`src/sv/median_wrap_angle_tracker_macros.svh`:
```
// ----------------------------------------------------------------------------
// Median wrap angle tracker - assertion macros
// Shared property wrappers, clocked on clk and disabled while rst_n is low.
// ----------------------------------------------------------------------------
`ifndef MEDIAN_WRAP_ANGLE_TRACKER_MACROS_SVH
`define MEDIAN_WRAP_ANGLE_TRACKER_MACROS_SVH

// Check the consequent in the same cycle as the antecedent.
`define MWAT_ASSERT_SAME(label, ante, cons, msg) \
    label: assert property (@(posedge clk) disable iff (!rst_n) (ante) |-> (cons)) \
        else $error(msg);

// Check the consequent in the cycle after the antecedent.
`define MWAT_ASSERT_NEXT(label, ante, cons, msg) \
    label: assert property (@(posedge clk) disable iff (!rst_n) (ante) |=> (cons)) \
        else $error(msg);

`endif

```
`src/sv/mwat_pkg.sv`:
```
// ----------------------------------------------------------------------------
// mwat_pkg
// Widths, register indexes and shared types of the median wrap angle tracker.
// ----------------------------------------------------------------------------
package mwat_pkg;

    localparam int WINDOW_DEPTH = 5;
    localparam int PTR_W        = $clog2(WINDOW_DEPTH);
    localparam int CNT_W        = $clog2(WINDOW_DEPTH + 1);
    localparam int MED_IDX      = WINDOW_DEPTH / 2;

    localparam int PULSE_W = 17;
    localparam int GAIN_W  = 16;
    localparam int Q8_W    = 15;
    localparam int TURN_W  = 16;
    localparam int ANGLE_W = 32;
    localparam int ACC_W   = 34;
    localparam int PROD_W  = PULSE_W + GAIN_W;
    localparam int SPAN_PROD_W = 2 * Q8_W;

    localparam int CFG_DATA_W = 17;
    localparam int CFG_IDX_W  = 3;

    localparam int Q_DEPTH = 2;
    localparam int Q_PTR_W = 1;
    localparam int Q_CNT_W = 2;

    typedef enum logic [CFG_IDX_W-1:0] {
        REG_DUTY_GAIN    = 3'd0,
        REG_JUMP_THRESH  = 3'd1,
        REG_DUTY_MIN     = 3'd2,
        REG_DUTY_MAX     = 3'd3,
        REG_START_OFFSET = 3'd4,
        REG_TURN_SPAN    = 3'd5
    } reg_idx_t;

    typedef struct packed {
        logic [GAIN_W-1:0]  duty_gain;
        logic [PULSE_W-1:0] jump_threshold;
        logic [Q8_W-1:0]    duty_min_q8;
        logic [Q8_W-1:0]    duty_max_q8;
        logic [Q8_W-1:0]    start_offset_q8;
        logic [Q8_W-1:0]    turn_span_q8;
    } cfg_t;

    typedef struct packed {
        logic full;
        logic empty;
    } q_stat_t;

endpackage

```
`src/sv/mwat_fifo.sv`:
```
// ----------------------------------------------------------------------------
// mwat_fifo
// Short queue of window medians between the ranking front and the angle back.
// ----------------------------------------------------------------------------
module mwat_fifo (
    input  logic                         clk,
    input  logic                         rst_n,
    input  logic                         wr,
    input  logic [mwat_pkg::PULSE_W-1:0] wr_data,
    input  logic                         rd,
    output logic [mwat_pkg::PULSE_W-1:0] rd_data,
    output mwat_pkg::q_stat_t            stat
);
    import mwat_pkg::*;

    logic [PULSE_W-1:0] mem [Q_DEPTH];
    logic [Q_PTR_W-1:0] wptr_reg, wptr_next;
    logic [Q_PTR_W-1:0] rptr_reg, rptr_next;
    logic [Q_CNT_W-1:0] cnt_reg, cnt_next;
    logic               do_wr, do_rd;

    assign stat.full  = (cnt_reg == Q_CNT_W'(Q_DEPTH));
    assign stat.empty = (cnt_reg == '0);
    assign do_wr      = wr && !stat.full;
    assign do_rd      = rd && !stat.empty;
    assign rd_data    = mem[rptr_reg];

    always_comb
    begin
        wptr_next = do_wr ? wptr_reg + 1'b1 : wptr_reg;
        rptr_next = do_rd ? rptr_reg + 1'b1 : rptr_reg;
        cnt_next  = cnt_reg;
        if (do_wr && !do_rd)
        begin
            cnt_next = cnt_reg + 1'b1;
        end
        else if (do_rd && !do_wr)
        begin
            cnt_next = cnt_reg - 1'b1;
        end
    end

    always_ff @(posedge clk)
    begin
        if (do_wr)
        begin
            mem[wptr_reg] <= wr_data;
        end
    end

    always_ff @(posedge clk or negedge rst_n)
    begin
        if (!rst_n)
        begin
            wptr_reg <= '0;
            rptr_reg <= '0;
            cnt_reg  <= '0;
        end
        else
        begin
            wptr_reg <= wptr_next;
            rptr_reg <= rptr_next;
            cnt_reg  <= cnt_next;
        end
    end

endmodule

```
`src/sv/mwat_front.sv`:
```
// ----------------------------------------------------------------------------
// mwat_front
// Sample window and median search: one candidate entry is ranked per cycle.
// ----------------------------------------------------------------------------
module mwat_front (
    input  logic                         clk,
    input  logic                         rst_n,
    input  logic                         push,
    input  logic [mwat_pkg::PULSE_W-1:0] fb_width,
    output logic                         full,
    input  logic                         q_full,
    output logic                         q_push,
    output logic [mwat_pkg::PULSE_W-1:0] q_data
);
    import mwat_pkg::*;

    typedef enum logic [2:0] {
        F_IDLE = 3'b001,
        F_RANK = 3'b010,
        F_PUSH = 3'b100
    } front_state_t;

    front_state_t       state_reg, state_next;
    logic [PULSE_W-1:0] win_reg [WINDOW_DEPTH];
    logic [PTR_W-1:0]   wptr_reg, wptr_next;
    logic [PTR_W-1:0]   cand_reg, cand_next;
    logic [PULSE_W-1:0] med_reg;
    logic [PULSE_W-1:0] cand_val;
    logic [CNT_W-1:0]   lt_cnt, le_cnt;
    logic               found;
    logic               take;

    assign full   = (state_reg != F_IDLE);
    assign take   = push && (state_reg == F_IDLE);
    assign q_push = (state_reg == F_PUSH) && !q_full;
    assign q_data = med_reg;

    assign cand_val = win_reg[cand_reg];

    // Rank the candidate against the whole window.
    always_comb
    begin
        lt_cnt = '0;
        le_cnt = '0;
        for (int j = 0; j < WINDOW_DEPTH; j++)
        begin
            lt_cnt = lt_cnt + CNT_W'(win_reg[j] <  cand_val);
            le_cnt = le_cnt + CNT_W'(win_reg[j] <= cand_val);
        end
        found = ((lt_cnt <= CNT_W'(MED_IDX)) && (le_cnt > CNT_W'(MED_IDX)))
                || (cand_reg == PTR_W'(WINDOW_DEPTH - 1));
    end

    always_comb
    begin
        state_next = state_reg;
        cand_next  = cand_reg;
        wptr_next  = wptr_reg;
        case (state_reg)
            F_IDLE:
            begin
                cand_next = '0;
                if (push)
                begin
                    wptr_next  = (wptr_reg == PTR_W'(WINDOW_DEPTH - 1)) ? '0 : wptr_reg + 1'b1;
                    state_next = F_RANK;
                end
            end
            F_RANK:
            begin
                if (found)
                begin
                    state_next = F_PUSH;
                end
                else
                begin
                    cand_next = cand_reg + 1'b1;
                end
            end
            F_PUSH:
            begin
                if (!q_full)
                begin
                    state_next = F_IDLE;
                end
            end
            default:
            begin
                state_next = F_IDLE;
            end
        endcase
    end

    always_ff @(posedge clk)
    begin
        if ((state_reg == F_RANK) && found)
        begin
            med_reg <= cand_val;
        end
    end

    always_ff @(posedge clk or negedge rst_n)
    begin
        if (!rst_n)
        begin
            state_reg <= F_IDLE;
            wptr_reg  <= '0;
            cand_reg  <= '0;
            for (int i = 0; i < WINDOW_DEPTH; i++)
            begin
                win_reg[i] <= '0;
            end
        end
        else
        begin
            state_reg <= state_next;
            wptr_reg  <= wptr_next;
            cand_reg  <= cand_next;
            if (take)
            begin
                win_reg[wptr_reg] <= fb_width;
            end
        end
    end

endmodule

```
`src/sv/mwat_back.sv`:
```
// ----------------------------------------------------------------------------
// mwat_back
// Turn counting, duty scaling and angle unwrap with a result word register.
// ----------------------------------------------------------------------------
module mwat_back (
    input  logic                         clk,
    input  logic                         rst_n,
    input  mwat_pkg::cfg_t               cfg,
    input  logic                         q_empty,
    input  logic [mwat_pkg::PULSE_W-1:0] q_data,
    output logic                         q_pop,
    output logic                         empty,
    input  logic                         pop,
    output logic [mwat_pkg::PULSE_W-1:0] median_width,
    output logic signed [mwat_pkg::TURN_W-1:0]  turn_count,
    output logic signed [mwat_pkg::ANGLE_W-1:0] unwrapped_angle,
    output logic                         saturated
);
    import mwat_pkg::*;

    typedef enum logic [3:0] {
        B_IDLE  = 4'b0001,
        B_TURN  = 4'b0010,
        B_SCALE = 4'b0100,
        B_ANGLE = 4'b1000
    } back_state_t;

    back_state_t              state_reg, state_next;
    logic [PULSE_W-1:0]       med_reg;
    logic [PULSE_W-1:0]       last_med_reg;
    logic signed [TURN_W-1:0] turns_reg, turns_next;
    logic                     sat_reg, turn_sat;
    logic [PROD_W-1:0]        prod_reg;
    logic [PULSE_W-1:0]       duty_reg;
    logic [SPAN_PROD_W-1:0]   span_prod_reg;
    logic [Q8_W-1:0]          extra_turns;
    logic                     wrap_fwd, wrap_back;
    logic [PULSE_W:0]         cur_plus_thr, prev_plus_thr;
    logic [ACC_W-1:0]         base, angle_sum;
    logic [ANGLE_W-1:0]       angle_clamped;
    logic                     angle_sat;
    logic                     out_valid_reg;
    logic                     out_free;

    assign empty    = !out_valid_reg;
    assign out_free = !out_valid_reg || pop;
    assign q_pop    = (state_reg == B_IDLE) && !q_empty;

    // Wrap detection against the previous median.
    always_comb
    begin
        cur_plus_thr  = {1'b0, med_reg} + {1'b0, cfg.jump_threshold};
        prev_plus_thr = {1'b0, last_med_reg} + {1'b0, cfg.jump_threshold};
        wrap_fwd      = cur_plus_thr < {1'b0, last_med_reg};
        wrap_back     = {1'b0, med_reg} > prev_plus_thr;
        turns_next    = turns_reg;
        turn_sat      = 1'b0;
        if (wrap_fwd)
        begin
            if (turns_reg != {1'b0, {(TURN_W-1){1'b1}}})
            begin
                turns_next = turns_reg + TURN_W'(1);
            end
            else
            begin
                turn_sat = 1'b1;
            end
        end
        else if (wrap_back)
        begin
            if (turns_reg != {1'b1, {(TURN_W-1){1'b0}}})
            begin
                turns_next = turns_reg - TURN_W'(1);
            end
            else
            begin
                turn_sat = 1'b1;
            end
        end
    end

    // Full turns beyond the first: turns-1 going forward, -(turns+1) going back.
    always_comb
    begin
        if (turns_reg > 0)
        begin
            extra_turns = turns_reg[Q8_W-1:0] - 1'b1;
        end
        else if (turns_reg < 0)
        begin
            extra_turns = ~turns_reg[Q8_W-1:0];
        end
        else
        begin
            extra_turns = '0;
        end
    end

    // Angle sum and clamp to the 32-bit range.
    always_comb
    begin
        if (turns_reg > 0)
        begin
            base = ACC_W'(cfg.duty_max_q8) - ACC_W'(cfg.start_offset_q8)
                 + ACC_W'(duty_reg) - ACC_W'(cfg.duty_min_q8);
        end
        else if (turns_reg < 0)
        begin
            base = ACC_W'(cfg.duty_min_q8) - ACC_W'(cfg.start_offset_q8)
                 - ACC_W'(cfg.duty_max_q8) + ACC_W'(duty_reg);
        end
        else
        begin
            base = ACC_W'(duty_reg) - ACC_W'(cfg.start_offset_q8);
        end
        angle_sum = base + ACC_W'(span_prod_reg);
        angle_sat = (angle_sum[ACC_W-1:ANGLE_W-1] != '0)
                    && (angle_sum[ACC_W-1:ANGLE_W-1] != '1);
        if (!angle_sat)
        begin
            angle_clamped = angle_sum[ANGLE_W-1:0];
        end
        else if (angle_sum[ACC_W-1])
        begin
            angle_clamped = {1'b1, {(ANGLE_W-1){1'b0}}};
        end
        else
        begin
            angle_clamped = {1'b0, {(ANGLE_W-1){1'b1}}};
        end
    end

    always_comb
    begin
        state_next = state_reg;
        case (state_reg)
            B_IDLE:
            begin
                if (!q_empty)
                begin
                    state_next = B_TURN;
                end
            end
            B_TURN:
            begin
                state_next = B_SCALE;
            end
            B_SCALE:
            begin
                state_next = B_ANGLE;
            end
            B_ANGLE:
            begin
                if (out_free)
                begin
                    state_next = B_IDLE;
                end
            end
            default:
            begin
                state_next = B_IDLE;
            end
        endcase
    end

    // Datapath registers.
    always_ff @(posedge clk)
    begin
        if (q_pop)
        begin
            med_reg <= q_data;
        end
        if (state_reg == B_TURN)
        begin
            prod_reg <= PROD_W'(med_reg) * PROD_W'(cfg.duty_gain);
        end
        if (state_reg == B_SCALE)
        begin
            duty_reg      <= prod_reg[PROD_W-1:GAIN_W];
            span_prod_reg <= SPAN_PROD_W'(extra_turns) * SPAN_PROD_W'(cfg.turn_span_q8);
        end
        if ((state_reg == B_ANGLE) && out_free)
        begin
            median_width    <= med_reg;
            turn_count      <= turns_reg;
            unwrapped_angle <= angle_clamped;
            saturated       <= sat_reg || angle_sat;
        end
    end

    always_ff @(posedge clk or negedge rst_n)
    begin
        if (!rst_n)
        begin
            state_reg     <= B_IDLE;
            last_med_reg  <= '0;
            turns_reg     <= '0;
            sat_reg       <= 1'b0;
            out_valid_reg <= 1'b0;
        end
        else
        begin
            state_reg <= state_next;
            if (state_reg == B_TURN)
            begin
                last_med_reg <= med_reg;
                turns_reg    <= turns_next;
                sat_reg      <= turn_sat;
            end
            if ((state_reg == B_ANGLE) && out_free)
            begin
                out_valid_reg <= 1'b1;
            end
            else if (pop)
            begin
                out_valid_reg <= 1'b0;
            end
        end
    end

endmodule

```
`src/sv/median_wrap_angle_tracker.sv`:
```
// ----------------------------------------------------------------------------
// median_wrap_angle_tracker
// Median-filtered feedback pulse width to unwrapped angle with turn counting.
// ----------------------------------------------------------------------------
//
//  Channel   | Handshake          | Word
//  ----------+--------------------+--------------------------------------------
//  input     | push / full        | fb_width
//  result    | pop / empty        | median_width, turn_count, unwrapped_angle,
//            |                    | saturated
//  config    | wr_en (no wait)    | wr_index, wr_data
//
//  Order: the front takes a word, then ranks one window entry per cycle until
//  the median is found, then hands it to the queue and takes no new word
//  until the queue accepts it. The back steps through pop, turn update, scale
//  and angle for each median. Reset clears the window, turn count and queue
//  and empties the result register at once; no clearing pass. A stalled
//  result holds the back, the queue absorbs two medians, and only then does
//  full stay high.
//
`include "median_wrap_angle_tracker_macros.svh"

module median_wrap_angle_tracker (
    input  logic                            clk,
    input  logic                            rst_n,
    // input words
    input  logic                            push,
    output logic                            full,
    input  logic [mwat_pkg::PULSE_W-1:0]    fb_width,
    // result words
    output logic                            empty,
    input  logic                            pop,
    output logic [mwat_pkg::PULSE_W-1:0]    median_width,
    output logic signed [mwat_pkg::TURN_W-1:0]  turn_count,
    output logic signed [mwat_pkg::ANGLE_W-1:0] unwrapped_angle,
    output logic                            saturated,
    // configuration writes
    input  logic                            wr_en,
    input  logic [mwat_pkg::CFG_IDX_W-1:0]  wr_index,
    input  logic [mwat_pkg::CFG_DATA_W-1:0] wr_data
);
    import mwat_pkg::*;

    cfg_t               cfg_reg;
    q_stat_t            q_stat;
    logic               q_push;
    logic               q_pop;
    logic [PULSE_W-1:0] q_wr_data;
    logic [PULSE_W-1:0] q_rd_data;

    // Register file: drop value bits above each register's width, ignore
    // indexes past the last register.
    always_ff @(posedge clk or negedge rst_n)
    begin
        if (!rst_n)
        begin
            cfg_reg.duty_gain       <= GAIN_W'(19085);
            cfg_reg.jump_threshold  <= PULSE_W'(2600);
            cfg_reg.duty_min_q8     <= Q8_W'(742);
            cfg_reg.duty_max_q8     <= Q8_W'(24858);
            cfg_reg.start_offset_q8 <= '0;
            cfg_reg.turn_span_q8    <= Q8_W'(256);
        end
        else if (wr_en)
        begin
            case (wr_index)
                REG_DUTY_GAIN:    cfg_reg.duty_gain       <= wr_data[GAIN_W-1:0];
                REG_JUMP_THRESH:  cfg_reg.jump_threshold  <= wr_data[PULSE_W-1:0];
                REG_DUTY_MIN:     cfg_reg.duty_min_q8     <= wr_data[Q8_W-1:0];
                REG_DUTY_MAX:     cfg_reg.duty_max_q8     <= wr_data[Q8_W-1:0];
                REG_START_OFFSET: cfg_reg.start_offset_q8 <= wr_data[Q8_W-1:0];
                REG_TURN_SPAN:    cfg_reg.turn_span_q8    <= wr_data[Q8_W-1:0];
                default:          ;
            endcase
        end
    end

    // Front: window write and median search.
    mwat_front u_front (
        .clk         (clk),
        .rst_n       (rst_n),
        .push        (push),
        .fb_width    (fb_width),
        .full        (full),
        .q_full      (q_stat.full),
        .q_push      (q_push),
        .q_data      (q_wr_data)
    );

    // Median queue decouples ranking from the angle math.
    mwat_fifo u_fifo (
        .clk     (clk),
        .rst_n   (rst_n),
        .wr      (q_push),
        .wr_data (q_wr_data),
        .rd      (q_pop),
        .rd_data (q_rd_data),
        .stat    (q_stat)
    );

    // Back: turn count, duty scaling, unwrap and result word register.
    mwat_back u_back (
        .clk             (clk),
        .rst_n           (rst_n),
        .cfg             (cfg_reg),
        .q_empty         (q_stat.empty),
        .q_data          (q_rd_data),
        .q_pop           (q_pop),
        .empty           (empty),
        .pop             (pop),
        .median_width    (median_width),
        .turn_count      (turn_count),
        .unwrapped_angle (unwrapped_angle),
        .saturated       (saturated)
    );

    // Front only hands a median over when the queue has room.
    `MWAT_ASSERT_SAME(a_q_no_overflow, q_push, !q_stat.full, "median pushed into full queue")
    // Back only takes a median that is there.
    `MWAT_ASSERT_SAME(a_q_no_underflow, q_pop, !q_stat.empty, "median popped from empty queue")
    // An accepted word puts the front into ranking, so full goes high after the accept.
    `MWAT_ASSERT_NEXT(a_front_busy, push && !full, full, "front idle right after accept")

endmodule
```
`config.mk`:
```
export PLATFORM = sky130hd
export DESIGN_NAME = median_wrap_angle_tracker
export DESIGN_NICKNAME = d
export VERILOG_FILES = /design/src/sv/mwat_pkg.sv /design/src/sv/mwat_fifo.sv /design/src/sv/mwat_front.sv /design/src/sv/mwat_back.sv /design/src/sv/median_wrap_angle_tracker.sv
export VERILOG_INCLUDE_DIRS = /design/src /design/src/sv
export SDC_FILE = /design/constraint.sdc
export NUM_CORES = 2
export LEC_CHECK = 0
export BUFFER_PORTS_ARGS = -buffer_cell sky130_fd_sc_hd__buf_2
export CORE_MARGIN = 2
export CORE_UTILIZATION = 59
export CTS_CLUSTER_SIZE = 20
export DETAILED_ROUTE_END_ITERATION = 6
export GPL_TIMING_DRIVEN = 0
export HOLD_SLACK_MARGIN = 0.02
export PLACE_DENSITY = 0.85
export SKIP_CTS_REPAIR_TIMING = 1
export SYNTH_ARGS = -nofsm -noshare
export SYNTH_HDL_FRONTEND = slang
export SYNTH_SLANG_ARGS = --single-unit
```
`constraint.sdc`:
```
create_clock -name clk -period 7.4 [get_ports clk]
set_input_delay 0.74 -clock clk [delete_from_list [all_inputs] [get_ports clk]]
set_output_delay 0.74 -clock clk [all_outputs]
set_load 0.03 [all_outputs]
```
==> results.json <==
{
  "status": "finished with violations",
  "violations": "setup timing",
  "first_pass_iters": 6,
  "fin_ws_ns": -1.04,
  "netlist.top_cell.by_area": "fa_1",
  "reg2reg_depth": 32,
  "ys_top_cells_by_count": "inv_1 (575), ha_1 (488), nand2_1 (479)",
  "vias": 33100,
  "ys_seq_elements": 428,
  "grt-ovfl-total": 0,
  "yosys.area.top_type_share": 0.196,
  "hold_path_class": "in2reg",
  "num_rows": 98,
  "areaGrowthSynthToFinish_pct": 13.1,
  "min_from": "pop",
  "cpMostUsedCell": "fa_1",
  "end_kind": "flip-flop",
  "hold_viol": 0,
  "antenna_left": 0,
  "start_util": 0.595,
  "yosys.area_share.xor_xnor": 0.0364,
  "syn_inst": 4240,
  "yosys.area_share.simple": 0.121,
  "synth_edf_count": 198,
  "rsz0062_at_grt": "yes",
  "yosys-top-cells-area": "fa_1 (20%), ha_1 (14%), edfxtp_1 (14%), dfrtp_1 (12%), mux2_2 (5.2%)",
  "io_buffers": 108,
  "fin_crit_ns": 8.44,
  "grt_start_max_net_pins": 113,
  "yosys_warnings": 0,
  "fin_crit_sh": 1.14,
  "antenna_found_initial": 13,
  "wirelength_mm": 116,
  "cap_viol_max_count": 0,
  "hold_depth": 2,
  "cp.arrival_ns": 8.80,
  "first_global_vias": 32900,
  "cts_tree": "built",
  "yosysMostFrequentCell": "inv_1",
  "die_y_um": 273,
  "slowest_delay_ns": 0.58,
  "clock.fmax_mhz": 119,
  "skew_ns": 0.0268,
  "ys.flop_type": "dfrtp_1",
  "via_per_inst": 6.05,
  "cts.clk_slew.worst_paths_ns": 0.06,
  "tightest_slew_ns": 1.37,
  "ioPinCount": 110,
  "wl_per_cell_um": 21.1,
  "setup_viol": 61,
  "grt.total_usage": 0.299,
  "netlist_area_um2": 42500,
  "die_area_um2": 74300,
  "synthMuxAreaShare": 0.0566,
  "route.detailed.drc": 0,
  "fillers": 4923,
  "fin_nets": 5423,
  "worst_setup_path_start_kind": "flip-flop",
  "insertion_delay_ns": 0.62,
  "r2r-end": "u_back.span_prod_reg[28]$_DFFE_PP_",
  "cts_num_sinks": 428,
  "cp_max_fo": 6,
  "coreArea_um2": 71500,
  "gp_congestion": 0.982,
  "worstReg2RegStart": "u_back.turns_reg[1]$_DFFE_PN0P_",
  "clk_path_buf_depth": 3,
  "largest_register_ffs": 93,
  "post-dp-hpwl_mm": 85.5,
  "maxSlewHeadroom": 0.0787,
  "yosysSeqAreaShare": 0.276,
  "grt_pass1_wl_mm": 175,
  "die_w_um": 273,
  "synth_top_family_by_area": "adder cells",
  "r2r_slack_ns": -1.04,
  "instances_no_fill": 5471,
  "cp.required_ns": 7.76,
  "syn-num-nets": 5187,
  "min_to": "u_back.out_valid_reg$_DFFE_PN0P_",
  "async_flop_share": 0.537,
  "synthDistinctLibCells": 79,
  "cts-root-buf": "clkbuf_16",
  "crit_slowest_cell": "fa_2",
  "syn_avg_cell_area_um2": 10.0,
  "drive_above_1_share": 0.159,
  "synth_compound_area_frac": 0.107,
  "drv_slew": 0,
  "fin_tns_setup_ns": -16.52,
  "htreeDepth": 2,
  "timing_worst_setup_path_type": "reg2reg",
  "dp.cells": 5305,
  "synth_fa_ha_area_frac": 0.340,
  "drt_first_iter_violations": 2959,
  "cts_buffers": 48
}
## cell usage in the layout (no fill, tap or decap), drive strengths merged, types with 9 or more instances in the layout
cell and count:
inv 584, clkinv 13, nand3 55, nand2 479
edfxtp 198, xor2 78, nand2b 21, clkbuf 164
o21bai 20, o21ai 188, or3 9, a21o 90
mux2i 19, o211ai 10, dfstp 26, a21oi 197
o31ai 10, a221oi 13, nand4 27, buf 214
fa 417, nor2b 34, and2 197, mux2 195
a211oi 42, and3 17, a31oi 9, ha 488
xnor2 99, nor3 47, dfrtp 204, nor2 156
o21a 63, a31o 9
## how the worst max path moves through the flow
stage,startpoint,endpoint,slack [ns],depth (start not counted)
final,u_back.turns_reg[1]$_DFFE_PN0P_,u_back.span_prod_reg[28]$_DFFE_PP_,-1.04,32
after global routing,u_back.turns_reg[1]$_DFFE_PN0P_,u_back.span_prod_reg[28]$_DFFE_PP_,-1.23,32
after CTS,u_back.turns_reg[0]$_DFFE_PN0P_,u_back.span_prod_reg[29]$_DFFE_PP_,-1.88,31
after detailed placement,u_back.turns_reg[0]$_DFFE_PN0P_,u_back.span_prod_reg[29]$_DFFE_PP_,-1.84,31
after global placement,u_back.turns_reg[0]$_DFFE_PN0P_,u_back.span_prod_reg[29]$_DFFE_PP_,-1.79,31
after floorplan,u_back.turns_reg[0]$_DFFE_PN0P_,u_back.span_prod_reg[29]$_DFFE_PP_,-0.30,31
## per-layer routing
metal	up-vias	global-route usage	routed length (µm)
met5	-	0	77
met4	12	0.145	6430
met3	460	0.0640	10300
met2	1571	0.496	55400
met1	16300	0.373	43400
li1	14700	-	-
## critical path, delay by kind of cell (launching register included)
family	cells	cell delay, ns
AND/OR/NAND/NOR	9	1.81
flip-flops	1	0.43
AO/OA/AOI/OAI	8	1.64
adder cells (fa/ha/maj)	8	3.50
buffers and inverters	6	0.61
multiplexers	1	0.17
## layout make-up
| type | instances | area, µm² | share of cell area |
|---|---|---|---|
| diodes | 6 | 15.0 | 0.000312 |
| plain buffers | 134 | 673 | 0.0140 |
| clock buffers | 57 | 1320 | 0.0274 |
| clock inverters | 32 | 398 | 0.00827 |
| inverters | 577 | 2170 | 0.0451 |
| multi-input cells | 3099 | 29300 | 0.609 |
| flip-flops and latches | 428 | 11700 | 0.244 |
| well taps | 950 | 1190 | 0.0247 |
| repair buffers | 188 | 1330 | 0.0276 |
## kinds of logic after synthesis
| family | after synthesis |
|---|---|
| compound gates | 717 |
| simple gates | 1084 |
| mux | 215 |
| xor+xnor | 177 |
| fa+ha+maj | 905 |
| buf+inv | 714 |
| flops | 428 |
## metrics by stage
step                instance area, µm²  utilization  setup slack [ns]  hold slack (ns)
floorplan                        42800            -            -0.297            0.400
global placement                 44500        0.622             -1.79            0.401
detailed placement               44700        0.625             -1.84            0.405
CTS                              46400        0.649             -1.88          -0.0793
global route                     48100        0.673             -1.23            0.333
finish                           48100        0.673             -1.04            0.351
Power is left out: the tool's default activity adds up to more than one toggle a clock period on the data nets, which glitch-free logic cannot reach.
